**src/rtl/core/cli_pkg.sv**
```systemverilog
package cli_pkg;

    // Field widths of the item channels and the configuration port.
    localparam int unsigned READ_W  = 16;
    localparam int unsigned SCALE_W = 10;
    localparam int unsigned POS_W   = 14;
    localparam int unsigned CNT_W   = 5;
    localparam int unsigned CFG_W   = 5;
    localparam int unsigned WSUM_W  = 28;
    localparam int unsigned VSUM_W  = 14;
    localparam int unsigned PROD_W  = 14;

    // Shared bit-serial divider: numerator and step count.
    localparam int unsigned NUM_W     = 28;
    localparam int unsigned DIV_STEPS = 28;
    localparam int unsigned STEP_W    = 5;

    // Scaling and threshold constants.
    localparam logic [SCALE_W-1:0] FULL_SCALE  = 10'd1000;
    localparam logic [SCALE_W-1:0] SEEN_LEVEL  = 10'd200;
    localparam logic [SCALE_W-1:0] NOISE_LEVEL = 10'd100;
    localparam logic [CNT_W-1:0]   COUNT_RESET = 5'd8;
    localparam logic [POS_W-1:0]   POS_MAX     = 14'd15000;

    // Configuration register indexes.
    localparam logic CFG_SENSOR_COUNT = 1'b0;
    localparam logic CFG_LIGHT_LINE   = 1'b1;

    // Sequencer states, one-hot.
    typedef enum logic [8:0] {
        ST_IDLE  = 9'b000000001,
        ST_MUL   = 9'b000000010,
        ST_SDIV  = 9'b000000100,
        ST_SCALE = 9'b000001000,
        ST_WEIGH = 9'b000010000,
        ST_ACC   = 9'b000100000,
        ST_POS   = 9'b001000000,
        ST_PDIV  = 9'b010000000,
        ST_DONE  = 9'b100000000
    } t_state;

    // x * 1000 as (x << 10) - (x << 4) - (x << 3).
    function automatic logic [NUM_W-1:0] times_thousand(input logic [NUM_W-1:0] x);
        times_thousand = (x << 10) - (x << 4) - (x << 3);
    endfunction

    // x * 500 as (x << 9) - (x << 3) - (x << 2).
    function automatic logic [POS_W-1:0] times_half_pitch(input logic [POS_W-1:0] x);
        times_half_pitch = (x << 9) - (x << 3) - (x << 2);
    endfunction

endpackage

```
**src/rtl/core/cli_in_if.sv**
```systemverilog
interface cli_in_if import cli_pkg::*; ();
    logic               valid;
    logic               ready;
    logic [READ_W-1:0]  raw_reading;
    logic [READ_W-1:0]  cal_low;
    logic [READ_W-1:0]  cal_high;

    modport source (output valid, output raw_reading, output cal_low, output cal_high,
                    input ready);
    modport sink (input valid, input raw_reading, input cal_low, input cal_high,
                  output ready);
endinterface

```
**src/rtl/core/cli_out_if.sv**
```systemverilog
interface cli_out_if import cli_pkg::*; ();
    logic               valid;
    logic               ready;
    logic [SCALE_W-1:0] scaled_value;
    logic [POS_W-1:0]   line_position;
    logic               frame_done;

    modport source (output valid, output scaled_value, output line_position,
                    output frame_done, input ready);
    modport sink (input valid, input scaled_value, input line_position,
                  input frame_done, output ready);
endinterface

```
**src/rtl/core/calibrated_line_position.sv**
```systemverilog
// Calibrated line position over a reflectance sensor array.
// Input channel i_in: one item per sensor, sensor 0 first, carrying the raw
// reading and the sensor's calibration minimum and maximum. Output channel
// o_out: one item per input item with the scaled value 0..1000; the last
// sensor of a frame also carries the line position and frame_done.
// Configuration must be written through i_cfg_we / i_cfg_index / i_cfg_data
// only while the block is idle, which the block does not enforce: index 0 is
// the sensor count, index 1 the light-line flag. Each item runs through a
// sequencer around one shared restoring divider that retires one quotient bit
// per cycle over a 28-bit numerator. An ordinary sensor goes from acceptance
// through multiply, division, scaling, weighting and accumulation to the final
// state, which moves its result into the output register; a frame's last
// sensor also passes the position state and, when the line was seen, a second
// 28-step division for the weighted average. A new item is taken the cycle
// after the previous one has moved into the output register; a result may
// wait there while the next sensor is processed. If the receiver stalls and
// the output register is still full when the next result is ready, the
// sequencer holds that result and accepts nothing more. Synchronous reset
// empties the output register, clears the frame accumulators, sets the
// remembered position to the left edge and restores a sensor count of 8 with a dark line.
module calibrated_line_position import cli_pkg::*; #(
    parameter int unsigned MAX_SENSORS = 16
) (
    input  logic             i_clk,
    input  logic             i_rst_n,
    input  logic             i_cfg_we,
    input  logic             i_cfg_index,
    input  logic [CFG_W-1:0] i_cfg_data,
    cli_in_if.sink           i_in,
    cli_out_if.source        o_out
);

    localparam int unsigned IDX_W = (MAX_SENSORS > 1) ? $clog2(MAX_SENSORS) : 1;

    // Configuration and control registers.
    t_state             r_state, n_state;
    logic [CNT_W-1:0]   r_count;
    logic               r_light;
    logic [IDX_W-1:0]   r_index, n_index;
    logic [WSUM_W-1:0]  r_wsum, n_wsum;
    logic [VSUM_W-1:0]  r_vsum, n_vsum;
    logic               r_seen, n_seen;
    logic [POS_W-1:0]   r_last_pos, n_last_pos;
    logic               r_out_valid, n_out_valid;

    // Per-item working registers.
    logic [READ_W-1:0]  r_diff, n_diff;
    logic [READ_W-1:0]  r_div, n_div;
    logic               r_zero, n_zero;
    logic               r_end, n_end;
    logic [NUM_W-1:0]   r_num, n_num;
    logic [READ_W-1:0]  r_rem, n_rem;
    logic [STEP_W-1:0]  r_step, n_step;
    logic [SCALE_W-1:0] r_scaled, n_scaled;
    logic [SCALE_W-1:0] r_val, n_val;
    logic [PROD_W-1:0]  r_prod, n_prod;
    logic               r_keep, n_keep;
    logic [POS_W-1:0]   r_pos, n_pos;

    // Output register payload.
    logic [SCALE_W-1:0] r_out_scaled, n_out_scaled;
    logic [POS_W-1:0]   r_out_pos, n_out_pos;
    logic               r_out_done, n_out_done;

    logic [CNT_W-1:0]   act_count;
    logic [IDX_W-1:0]   last_idx;
    logic [READ_W:0]    rem_shift;
    logic               rem_ge;
    logic [READ_W:0]    rem_sub;
    logic               out_free;
    logic [POS_W-1:0]   half_span;

    // Active sensor count, clamped to 1..MAX_SENSORS.
    always_comb begin
        if (r_count == '0) begin
            act_count = CNT_W'(1);
        end else if (r_count > CNT_W'(MAX_SENSORS)) begin
            act_count = CNT_W'(MAX_SENSORS);
        end else begin
            act_count = r_count;
        end
    end
    assign last_idx  = IDX_W'(act_count - CNT_W'(1));
    assign half_span = times_half_pitch(POS_W'(last_idx));

    // One restoring division step.
    assign rem_shift = {r_rem, r_num[NUM_W-1]};
    assign rem_ge    = rem_shift >= {1'b0, r_div};
    assign rem_sub   = rem_shift - {1'b0, r_div};

    assign out_free = !r_out_valid || o_out.ready;

    // Handshake and output drive.
    assign i_in.ready          = (r_state == ST_IDLE);
    assign o_out.valid         = r_out_valid;
    assign o_out.scaled_value  = r_out_scaled;
    assign o_out.line_position = r_out_pos;
    assign o_out.frame_done    = r_out_done;

    // Sequencer next-state logic.
    always_comb begin
        n_state      = r_state;
        n_index      = r_index;
        n_wsum       = r_wsum;
        n_vsum       = r_vsum;
        n_seen       = r_seen;
        n_last_pos   = r_last_pos;
        n_diff       = r_diff;
        n_div        = r_div;
        n_zero       = r_zero;
        n_end        = r_end;
        n_num        = r_num;
        n_rem        = r_rem;
        n_step       = r_step;
        n_scaled     = r_scaled;
        n_val        = r_val;
        n_prod       = r_prod;
        n_keep       = r_keep;
        n_pos        = r_pos;
        n_out_valid  = r_out_valid && !o_out.ready;
        n_out_scaled = r_out_scaled;
        n_out_pos    = r_out_pos;
        n_out_done   = r_out_done;

        case (r_state)
            ST_IDLE: begin
                if (i_in.valid) begin
                    n_diff  = i_in.raw_reading - i_in.cal_low;
                    n_div   = i_in.cal_high - i_in.cal_low;
                    n_zero  = (i_in.cal_high == i_in.cal_low)
                              || (i_in.raw_reading < i_in.cal_low);
                    n_end   = (r_index >= last_idx);
                    n_state = ST_MUL;
                end
            end
            ST_MUL: begin
                n_num   = times_thousand(NUM_W'(r_diff));
                n_rem   = '0;
                n_step  = '0;
                n_state = ST_SDIV;
            end
            ST_SDIV, ST_PDIV: begin
                n_rem  = rem_ge ? rem_sub[READ_W-1:0] : rem_shift[READ_W-1:0];
                n_num  = {r_num[NUM_W-2:0], rem_ge};
                n_step = r_step + STEP_W'(1);
                if (r_step == STEP_W'(DIV_STEPS - 1)) begin
                    n_state = (r_state == ST_SDIV) ? ST_SCALE : ST_DONE;
                end
            end
            ST_SCALE: begin
                // Zero range or a reading below the minimum gives 0;
                // quotients past full scale saturate.
                if (r_zero) begin
                    n_scaled = '0;
                end else if (r_num > NUM_W'(FULL_SCALE)) begin
                    n_scaled = FULL_SCALE;
                end else begin
                    n_scaled = r_num[SCALE_W-1:0];
                end
                n_val   = r_light ? FULL_SCALE - n_scaled : n_scaled;
                n_state = ST_WEIGH;
            end
            ST_WEIGH: begin
                n_prod = PROD_W'(r_val) * PROD_W'(r_index);
                n_keep = (r_val > NOISE_LEVEL);
                if (r_val > SEEN_LEVEL) begin
                    n_seen = 1'b1;
                end
                n_state = ST_ACC;
            end
            ST_ACC: begin
                if (r_keep) begin
                    n_wsum = r_wsum + times_thousand(NUM_W'(r_prod));
                    n_vsum = r_vsum + VSUM_W'(r_val);
                end
                n_pos   = '0;
                n_state = r_end ? ST_POS : ST_DONE;
            end
            ST_POS: begin
                // Weighted average when the line was seen, else the edge
                // nearest the remembered position.
                if (r_seen && (r_vsum != '0)) begin
                    n_num   = r_wsum;
                    n_div   = READ_W'(r_vsum);
                    n_rem   = '0;
                    n_step  = '0;
                    n_state = ST_PDIV;
                end else begin
                    n_pos   = (r_last_pos < half_span) ? '0 : POS_W'(half_span << 1);
                    n_state = ST_DONE;
                end
            end
            ST_DONE: begin
                if (out_free) begin
                    n_out_valid  = 1'b1;
                    n_out_scaled = r_scaled;
                    n_out_done   = r_end;
                    if (r_end) begin
                        // A position from the divider is its low bits.
                        n_out_pos  = (r_seen && (r_vsum != '0)) ? r_num[POS_W-1:0] : r_pos;
                        n_last_pos = n_out_pos;
                        n_index    = '0;
                        n_wsum     = '0;
                        n_vsum     = '0;
                        n_seen     = 1'b0;
                    end else begin
                        n_out_pos = '0;
                        n_index   = r_index + IDX_W'(1);
                    end
                    n_state = ST_IDLE;
                end
            end
            default: begin
                n_state = ST_IDLE;
            end
        endcase
    end

    // Control registers.
    always_ff @(posedge i_clk) begin
        if (!i_rst_n) begin
            r_state     <= ST_IDLE;
            r_count     <= COUNT_RESET;
            r_light     <= 1'b0;
            r_index     <= '0;
            r_wsum      <= '0;
            r_vsum      <= '0;
            r_seen      <= 1'b0;
            r_last_pos  <= '0;
            r_out_valid <= 1'b0;
        end else begin
            r_state     <= n_state;
            r_index     <= n_index;
            r_wsum      <= n_wsum;
            r_vsum      <= n_vsum;
            r_seen      <= n_seen;
            r_last_pos  <= n_last_pos;
            r_out_valid <= n_out_valid;
            if (i_cfg_we) begin
                case (i_cfg_index)
                    CFG_SENSOR_COUNT: r_count <= i_cfg_data[CNT_W-1:0];
                    CFG_LIGHT_LINE:   r_light <= i_cfg_data[0];
                    default: begin
                    end
                endcase
            end
        end
    end

    // Payload registers.
    always_ff @(posedge i_clk) begin
        r_diff       <= n_diff;
        r_div        <= n_div;
        r_zero       <= n_zero;
        r_end        <= n_end;
        r_num        <= n_num;
        r_rem        <= n_rem;
        r_step       <= n_step;
        r_scaled     <= n_scaled;
        r_val        <= n_val;
        r_prod       <= n_prod;
        r_keep       <= n_keep;
        r_pos        <= n_pos;
        r_out_scaled <= n_out_scaled;
        r_out_pos    <= n_out_pos;
        r_out_done   <= n_out_done;
    end

    // A new result enters the output register only from the final state.
    a_out_from_done: assert property (@(posedge i_clk) disable iff (!i_rst_n)
        $rose(r_out_valid) |-> $past(r_state == ST_DONE))
        else $error("result appeared outside the final state");

    // Scaled values never pass full scale.
    a_scaled_range: assert property (@(posedge i_clk) disable iff (!i_rst_n)
        r_out_valid |-> (r_out_scaled <= FULL_SCALE))
        else $error("scaled value above full scale");

    // Position is zero except on the last sensor, and bounded there.
    a_pos_mid_frame: assert property (@(posedge i_clk) disable iff (!i_rst_n)
        (r_out_valid && !r_out_done) |-> (r_out_pos == '0))
        else $error("position reported mid-frame");

    a_pos_range: assert property (@(posedge i_clk) disable iff (!i_rst_n)
        r_out_valid |-> (r_out_pos <= POS_MAX))
        else $error("position beyond the array");

    // The divider never runs past its step count.
    a_div_steps: assert property (@(posedge i_clk) disable iff (!i_rst_n)
        (r_state == ST_SDIV || r_state == ST_PDIV) |-> (r_step < STEP_W'(DIV_STEPS)))
        else $error("divider step count overrun");

endmodule
```
**src/flat_wrapper.sv**
```systemverilog
// flat-port wrapper written by rule: the top's interface ports become plain ports
module calibrated_line_position_flat import cli_pkg::*;
#(
    parameter int unsigned MAX_SENSORS = 16
)
  (i_clk, i_rst_n, i_cfg_we, i_cfg_index, i_cfg_data, i_in_valid, i_in_raw_reading, i_in_cal_low, i_in_cal_high, i_in_ready, o_out_valid, o_out_scaled_value, o_out_line_position, o_out_frame_done, o_out_ready);
  cli_in_if i_in_i ();
  cli_out_if o_out_i ();
  input  logic i_clk;
  input  logic i_rst_n;
  input  logic i_cfg_we;
  input  logic i_cfg_index;
  input  logic [CFG_W-1:0] i_cfg_data;
  input wire logic [$bits(i_in_i.valid)-1:0] i_in_valid;
  input wire logic [$bits(i_in_i.raw_reading)-1:0] i_in_raw_reading;
  input wire logic [$bits(i_in_i.cal_low)-1:0] i_in_cal_low;
  input wire logic [$bits(i_in_i.cal_high)-1:0] i_in_cal_high;
  output wire logic [$bits(i_in_i.ready)-1:0] i_in_ready;
  output wire logic [$bits(o_out_i.valid)-1:0] o_out_valid;
  output wire logic [$bits(o_out_i.scaled_value)-1:0] o_out_scaled_value;
  output wire logic [$bits(o_out_i.line_position)-1:0] o_out_line_position;
  output wire logic [$bits(o_out_i.frame_done)-1:0] o_out_frame_done;
  input wire logic [$bits(o_out_i.ready)-1:0] o_out_ready;
  assign i_in_i.valid = i_in_valid;
  assign i_in_i.raw_reading = i_in_raw_reading;
  assign i_in_i.cal_low = i_in_cal_low;
  assign i_in_i.cal_high = i_in_cal_high;
  assign i_in_ready = i_in_i.ready;
  assign o_out_valid = o_out_i.valid;
  assign o_out_scaled_value = o_out_i.scaled_value;
  assign o_out_line_position = o_out_i.line_position;
  assign o_out_frame_done = o_out_i.frame_done;
  assign o_out_i.ready = o_out_ready;
  calibrated_line_position #(.MAX_SENSORS(MAX_SENSORS)) u_core (.i_clk(i_clk), .i_rst_n(i_rst_n), .i_cfg_we(i_cfg_we), .i_cfg_index(i_cfg_index), .i_cfg_data(i_cfg_data), .i_in(i_in_i), .o_out(o_out_i));
endmodule
```
**config.mk**
```make
export PLATFORM = sky130hd
export DESIGN_NAME = calibrated_line_position_flat
export DESIGN_NICKNAME = d
export VERILOG_FILES = /design/src/rtl/core/cli_pkg.sv /design/src/rtl/core/cli_in_if.sv /design/src/rtl/core/cli_out_if.sv /design/src/rtl/core/calibrated_line_position.sv /design/src/flat_wrapper.sv
export SDC_FILE = /design/constraint.sdc
export NUM_CORES = 1
export LEC_CHECK = 0
export BUFFER_PORTS_ARGS = -buffer_cell sky130_fd_sc_hd__buf_2
export CAP_MARGIN = 10
export CELL_PAD_IN_SITES_DETAIL_PLACEMENT = 1
export CELL_PAD_IN_SITES_GLOBAL_PLACEMENT = 2
export CORE_MARGIN = 10
export CORE_UTILIZATION = 36
export DETAILED_ROUTE_END_ITERATION = 8
export PLACE_DENSITY = 0.83
export SLEW_MARGIN = 20
export SYNTH_ARGS = -nofsm -noshare
export SYNTH_HDL_FRONTEND = slang
export SYNTH_SLANG_ARGS = --single-unit
```
**constraint.sdc**
```tcl
create_clock -name i_clk -period 4.45 [get_ports i_clk]
set_input_delay 0.2225 -clock i_clk [delete_from_list [all_inputs] [get_ports i_clk]]
set_output_delay 0.2225 -clock i_clk [all_outputs]
set_load 0.01 [all_outputs]
```
==> results of run 1 <==
==> placed cells by master, fill, tap and decap left out, types with 27 or more instances in the layout <==
| cell type | n |
|---|---|
| inv_1 | 159 |
| buf_2 | 85 |
| nor2_1 | 133 |
| nand2_1 | 143 |
| fa_1 | 33 |
| xor2_1 | 52 |
| a21oi_1 | 101 |
| clkbuf_16 | 27 |
| o21ai_0 | 94 |
| a21o_1 | 39 |
| edfxtp_1 | 153 |
| buf_4 | 67 |
| mux2i_1 | 34 |
| nor3_1 | 30 |
| nand3_1 | 56 |
| nor2b_1 | 37 |
| xnor2_1 | 96 |
| dfxtp_1 | 73 |
| ha_1 | 168 |
| and2_1 | 39 |
==> per-stage QoR <==
step | total power, mW | area (µm²) | worst slack (ns) | hold slack, ns | instances
2_1_floorplan | 3.75 | 17200 | 0.0162 | 0.351 | 1855
3_3_place_gp | 4.13 | 18700 | 0.0455 | 0.413 | 2561
3_5_place_dp | 4.19 | 18700 | -0.0329 | 0.413 | 2561
4_1_cts | 6.40 | 19600 | 0.00287 | 0.00739 | 2618
5_1_grt | 6.75 | 19900 | -0.0802 | 0.0247 | 2630
6_report | 6.39 | 19900 | 0.149 | 0.0141 | 2630
==> cell type report <==
| class | count | area share, % |
|---|---|---|
| clock buffers | 38 | 3.67 |
| flip-flops and latches | 226 | 30.4 |
| multi-input cells | 1415 | 53.2 |
| repair buffers | 161 | 5.16 |
| clock inverters | 10 | 0.571 |
| inverters | 165 | 3.11 |
| well taps | 615 | 3.86 |
==> path summary, 6_finish.rpt <==
check / slack, ns / start / to / cells after the start
worst min-delay path: 0.01 / i_cfg_data[0] / u_core.r_count[0] / 3
worst max register to register: 0.15 / u_core.r_prod[8] / u_core.r_wsum[27] / 19
worst min register to register: 0.43 / u_core.r_scaled[3] / u_core.o_out.scaled_value[3] / 0
worst max-delay path: 0.15 / u_core.r_prod[8] / u_core.r_wsum[27] / 19
==> flip-flops by register name, indices dropped and copies added, names as in the netlist, 4 cells and up <==
register                    count
u_core.o_out.line_position     14
u_core.o_out.scaled_value      10
u_core.r_count                  5
u_core.r_diff                  16
u_core.r_div                   16
u_core.r_index                  4
u_core.r_last_pos              12
u_core.r_num                   28
u_core.r_pos                   11
u_core.r_prod                  14
u_core.r_rem                   16
u_core.r_scaled                10
u_core.r_state                  9
u_core.r_step                   5
u_core.r_val                    9
u_core.r_vsum                  14
u_core.r_wsum                  26
==> routing by layer <==
| layer | global-route usage (%) | share of wire, % | vias up |
|---|---|---|---|
| li1 | - | - | 6885 |
| met2 | 30.9 | 49 | 141 |
| met1 | 23.0 | 47 | 6917 |
| met5 | 0 | 0 | - |
| met3 | 1.59 | 2.0 | 62 |
| met4 | 5.32 | 2.6 | 0 |
==> power by group <==
part | leakage [nW] | switching [mW] | internal [mW] | total [mW]
Combinational | 6.21 | 1.00 | 0.764 | 1.76
Clock | 0.412 | 0.907 | 1.26 | 2.17
Sequential | 1.94 | 0.0725 | 2.39 | 2.46
Total | 8.56 | 1.98 | 4.41 | 6.39
==> tightest hold or removal path: stages <==
cell and delay, ns:
buf_2 0.12, mux2i_1 0.08, nor2b_1 0.11
==> what timing repair did <==
action | in CTS | in global routing
pin swaps | 2 | 22
setup buffers | 1 | 11
resized for setup | 6 | 49
hold buffers | 8 | 0
hold endpoints to repair | 6 | 0
setup endpoints to repair | 4 | 24
cloned | 0 | 1
==> logic make-up after synthesis <==
family | count (synthesis) | synth area share [%]
AOI/OAI and AO/OA | 451 | 16.9
xor gates and xnor gates | 153 | 7.94
adders and majority gates | 210 | 16.7
buffers and inverters | 214 | 4.70
DFF | 226 | 35.2
muxes | 34 | 1.98
and+or+nand+nor | 567 | 16.5
==> results.md, run 1 <==
* Area Overhead vs Synth at 15.9%
* RSZ-0062 raised after global routing: true
* Worst-Skew Late Latency at 0.56 ns
* Die X at 239 µm
* Top cells by count, synth: 177 x ha_1, 163 x inv_1, 153 x edfxtp_1, 143 x nand2_1, 137 x nor2_1
* Cell mode on critical path: a21oi_2
* Top Family by Delay on Critical Path: simple AND/OR/NAND/NOR gates
* Max Freq at 233 MHz
* Core Box Area at 0.0474 mm²
* Remaining antenna violation count at 0
* CTS Root Cell: clkbuf_16
* Ports at 86
* Number of global-route vias before repair at 14793
* Sequential fraction of the synthesis area at 35.2%
* Largest net degree at the start of global routing at 58
* Largest stage delay, worst path at 0.53 ns
* Synthesized area per cell at 9.27 µm²
* Iter 0 DRT Violations at 737
* Buf/Inv on CP at 2
* Grt total ovfl at 0
* Hpwl dp at 40.8 mm
* Initial DRT Pass Iterations at 5
* CTS Buf Count at 26
* Top-count cell post-synth: ha_1
* # diodes at 0
* Ys async rst share at 0%
* Reg clk slew, reported paths at 0.06 ns
* Drt wl/cell at 19.5 µm
* Worst Setup Start Kind: flip-flop
* #FFs+latches synth at 226
* Via count at 14005
* Worst EP required at 4.89 ns
* Status: completed
* Final hold viol count at 0
* Initial Utilization at 36.2%
* Cell chain of the critical path: inv_2 > ha_1 > buf_4 > a221oi_2 > nand2_1 > nor3_2 > nor2_1 > a21oi_2 > xnor2_2 > fa_1 > ha_4 > and3_4 > and3_1 > a211oi_2 > a21oi_2 > and2_4 > a21boi_1 > or3_1 > a32o_1
* # fillers at 5525
* Die Span Y at 239 µm
* Worst slew pin tran at 0.890 ns
* Cell count after synthesis at 1855
* Worst clock skew at 0.0188 ns
* Drt total wl at 51.3 mm
* Final Max Tran Viols at 0
* Synth Cell Area at 0.0172 mm²
* Max-cap check violation count at 0
* Worst path slowest cell: fa_1
* Longest Clk Path Bufs at 3
* Setup TNS at 0 ns
* Sequential cell area at 0.00606 mm²
* TritonCTS clock tree: built
* Warnings from Yosys at 0
* Main synth FF type: edfxtp_1
* Post-synth EDFFs at 153
* Worst Hold Class: input pin to flip-flop
* Max_slew headroom at 40.7%
* Post-synth top area share at 26.7%
* Fin crit share at 96.6%
* PwrDens at 321 mW/mm²
* Synth cell types at 80
* Synth top area cells: edfxtp_1 27%, ha_1 13%, dfxtp_1 8.5%
* Finished Core Util at 42.0%
* GP Congestion at 0.859
* H-tree levels at 1
* Die area at 0.0569 mm²
* Fraction of layout cells with a size suffix above 1 at 13.7%
* Number of remaining DRC errors at 0
* First-pass GRT wire length at 81.5 mm
* Worst Path Max Fanout at 3
* Crit end category: flip-flop
* Multi-input gate area at 0.0106 mm²
* Final Critical Period at 4.30 ns
* IO buf count at 85
* Syn_nets at 2124
* Initial antenna violation count at 0
* Crit Path Category: flip-flop to flip-flop
* Max IR drop VDD at 279 µV
* FP Rows at 80
* LEAKAGE at 8.56 nW
* GRT Util Overall at 17.8%
* Post-synth top area cell: edfxtp_1
* Crit path DAT at 4.74 ns
* DR vias/cell at 5.33
* Final setup vio count at 0
* Sink Count at 226
* Nets at 2264
Note: power is estimated with default switching activity, not from simulation.
==> run 2: changes to the inputs <==
BUFFER_PORTS_ARGS = not set   (was -buffer_cell sky130_fd_sc_hd__buf_2)
CORE_MARGIN = not set   (was 10)
DONT_BUFFER_PORTS = 1   (was not set)
PLACE_DENSITY = 0.81   (was 0.83)
SKIP_CTS_REPAIR_TIMING = 1   (was not set)
==> results.md, run 2 (synthesized netlist as in run 1, its figures left out) <==
* Core Box Area at 0.0469 mm²
* Die area at 0.0486 mm²
* TritonCTS clock tree: built
* Sink Count at 226
* Grt total ovfl at 0
* Placed Instances at 2471
* Placed Area at 0.0183 mm²
* Nets at 2185
* Initial Utilization at 36.7%
* RSZ-0062 raised after global routing: true
* Longest Clk Path Bufs at 3
* Max IR drop VDD at 280 µV
* Largest stage delay, worst path at 0.49 ns
* Final hold viol count at 0
* Area Overhead vs Synth at 14.1%
* Final Max Tran Viols at 0
* Setup TNS at 0 ns
* FP Rows at 79
* Top Family by Delay on Critical Path: compound AO/OA/AOI/OAI gates
* GRT Util Overall at 20.3%
* Crit path DAT at 4.80 ns
* GP Congestion at 0.861
* Drt total wl at 49.9 mm
* Worst-Skew Late Latency at 0.56 ns
* Worst Setup Start Kind: flip-flop
* Max-cap check violation count at 0
* Worst Hold Class: input pin to flip-flop
* Drt wl/cell at 19.6 µm
* Stages on worst setup path at 16
* First-pass GRT wire length at 77.8 mm
* Commonest non-fill, non-tap cells in the layout: 165 x ha_1, 161 x inv_1, 153 x edfxtp_1
* Crit Path Category: flip-flop to flip-flop
* Worst clock skew at 0.0186 ns
* Crit end category: flip-flop
* Register bank with the most flops: u_core.r_num
* Max reg flops at 28
* CTS Root Cell: clkbuf_16
* Remaining antenna violation count at 0
* Initial DRT Pass Iterations at 5
* IO buf count at 0
* Reg clk slew, reported paths at 0.06 ns
* PwrDens at 326 mW/mm²
* Worst path slowest cell: fa_1
* Worst slew pin tran at 0.868 ns
* Commonest non-fill, non-tap cell in the layout: ha_1
* Finished Core Util at 41.9%
* Via count at 13733
* Fraction of layout cells with a size suffix above 1 at 10.6%
* Ports at 86
* Place WS at -0.0856 ns
* Iter 0 DRT Violations at 559
* Final setup vio count at 0
* Max Freq at 229 MHz
* # diodes at 0
* Worst Path Max Fanout at 6
* Largest regs: u_core.r_num (28), u_core.r_wsum (26)
* Cell area after layout at 0.0196 mm²
* H-tree levels at 1
* Die Span Y at 221 µm
* Number of global-route vias before repair at 14348
* LEAKAGE at 8.27 nW
* Die X at 221 µm
* R2r worst-path depth at 16
* Post-Layout Cell Count at 2544
* CTS Buf Count at 27
* Status: completed
* Final Critical Period at 4.36 ns
* Hpwl dp at 39.4 mm
* Largest net degree at the start of global routing at 59
* Max_slew headroom at 41.6%
* Number of remaining DRC errors at 0
* Initial antenna violation count at 0
* Worst EP required at 4.89 ns
* Hold path cells at 3
* DR vias/cell at 5.40
* Fin crit share at 98.0%
* Cell mode on critical path: a21oi_2
* Cell chain of the critical path: nor4_4 > a31oi_4 > o21bai_1 > a21oi_2 > xnor2_1 > fa_1 > ha_2 > nand4_1 > nor2_1 > a22o_1 > a211oi_2 > a21oi_2 > and2_4 > a21boi_2 > or3_1 > a32o_1
* Buf/Inv on CP at 0
* Fin worst setup slack at 0.0898 ns
==> run 2: cell count changes in the layout (fill, tap and decap cells not counted), moves of 3 or more <==
cell / previous run / this run
buf_2: 85 / 0
clkbuf_1: 9 / 4
clkinv_1: 4 / 8
clkinvlp_4: 0 / 4
ha_1: 168 / 165
nor2_1: 133 / 130
nor3_1: 30 / 27
o21ai_0: 94 / 91
==> run 2: area by class of cell <==
type / count / area (µm²)
inverters: 165 / 621
fillers: 5400 / 27200
clock inverters: 19 / 179
well taps: 607 / 759
repair buffers: 81 / 658
flip-flops and latches: 226 / 6060
multi-input cells: 1415 / 10700
clock buffers: 31 / 691
==> run 2: path summary, 6_finish.rpt <==
check / start / end / slack, ns
worst max register to register: u_core.r_prod[3] / u_core.r_wsum[27] / 0.09
worst min-delay path: i_in_valid / u_core.r_state[0] / 0.01
worst max-delay path: u_core.r_prod[3] / u_core.r_wsum[27] / 0.09
worst min register to register: u_core.r_scaled[4] / u_core.o_out.scaled_value[4] / 0.43
==> run 2: per-stage QoR <==
stage          power, mW  hold slack (ns)
2_1_floorplan       3.75            0.351
4_1_cts             6.36           -0.252
3_5_place_dp        4.14            0.333
5_1_grt             6.72           0.0282
6_report            6.39           0.0143
3_3_place_gp        4.09            0.332
==> run 2: where the power goes <==
group | switching (mW) | internal, mW
Clock | 0.909 | 1.29
Combinational | 0.983 | 0.755
Sequential | 0.0728 | 2.39
Total | 1.96 | 4.43
==> run 2: per-layer routing <==
layer | routed length, µm | up-vias | GRT usage, %
met4 | 907 | 0 | 5.02
met1 | 23500 | 6778 | 27.6
met2 | 24200 | 177 | 34.6
met5 | 0 | - | 0
met3 | 1210 | 54 | 1.81
li1 | - | 6724 | -
==> run 2: worst min-delay path, cell delays in order <==
cell,delay (ns)
nor3_1,0.06
a21oi_1,0.11
o21ai_0,0.10
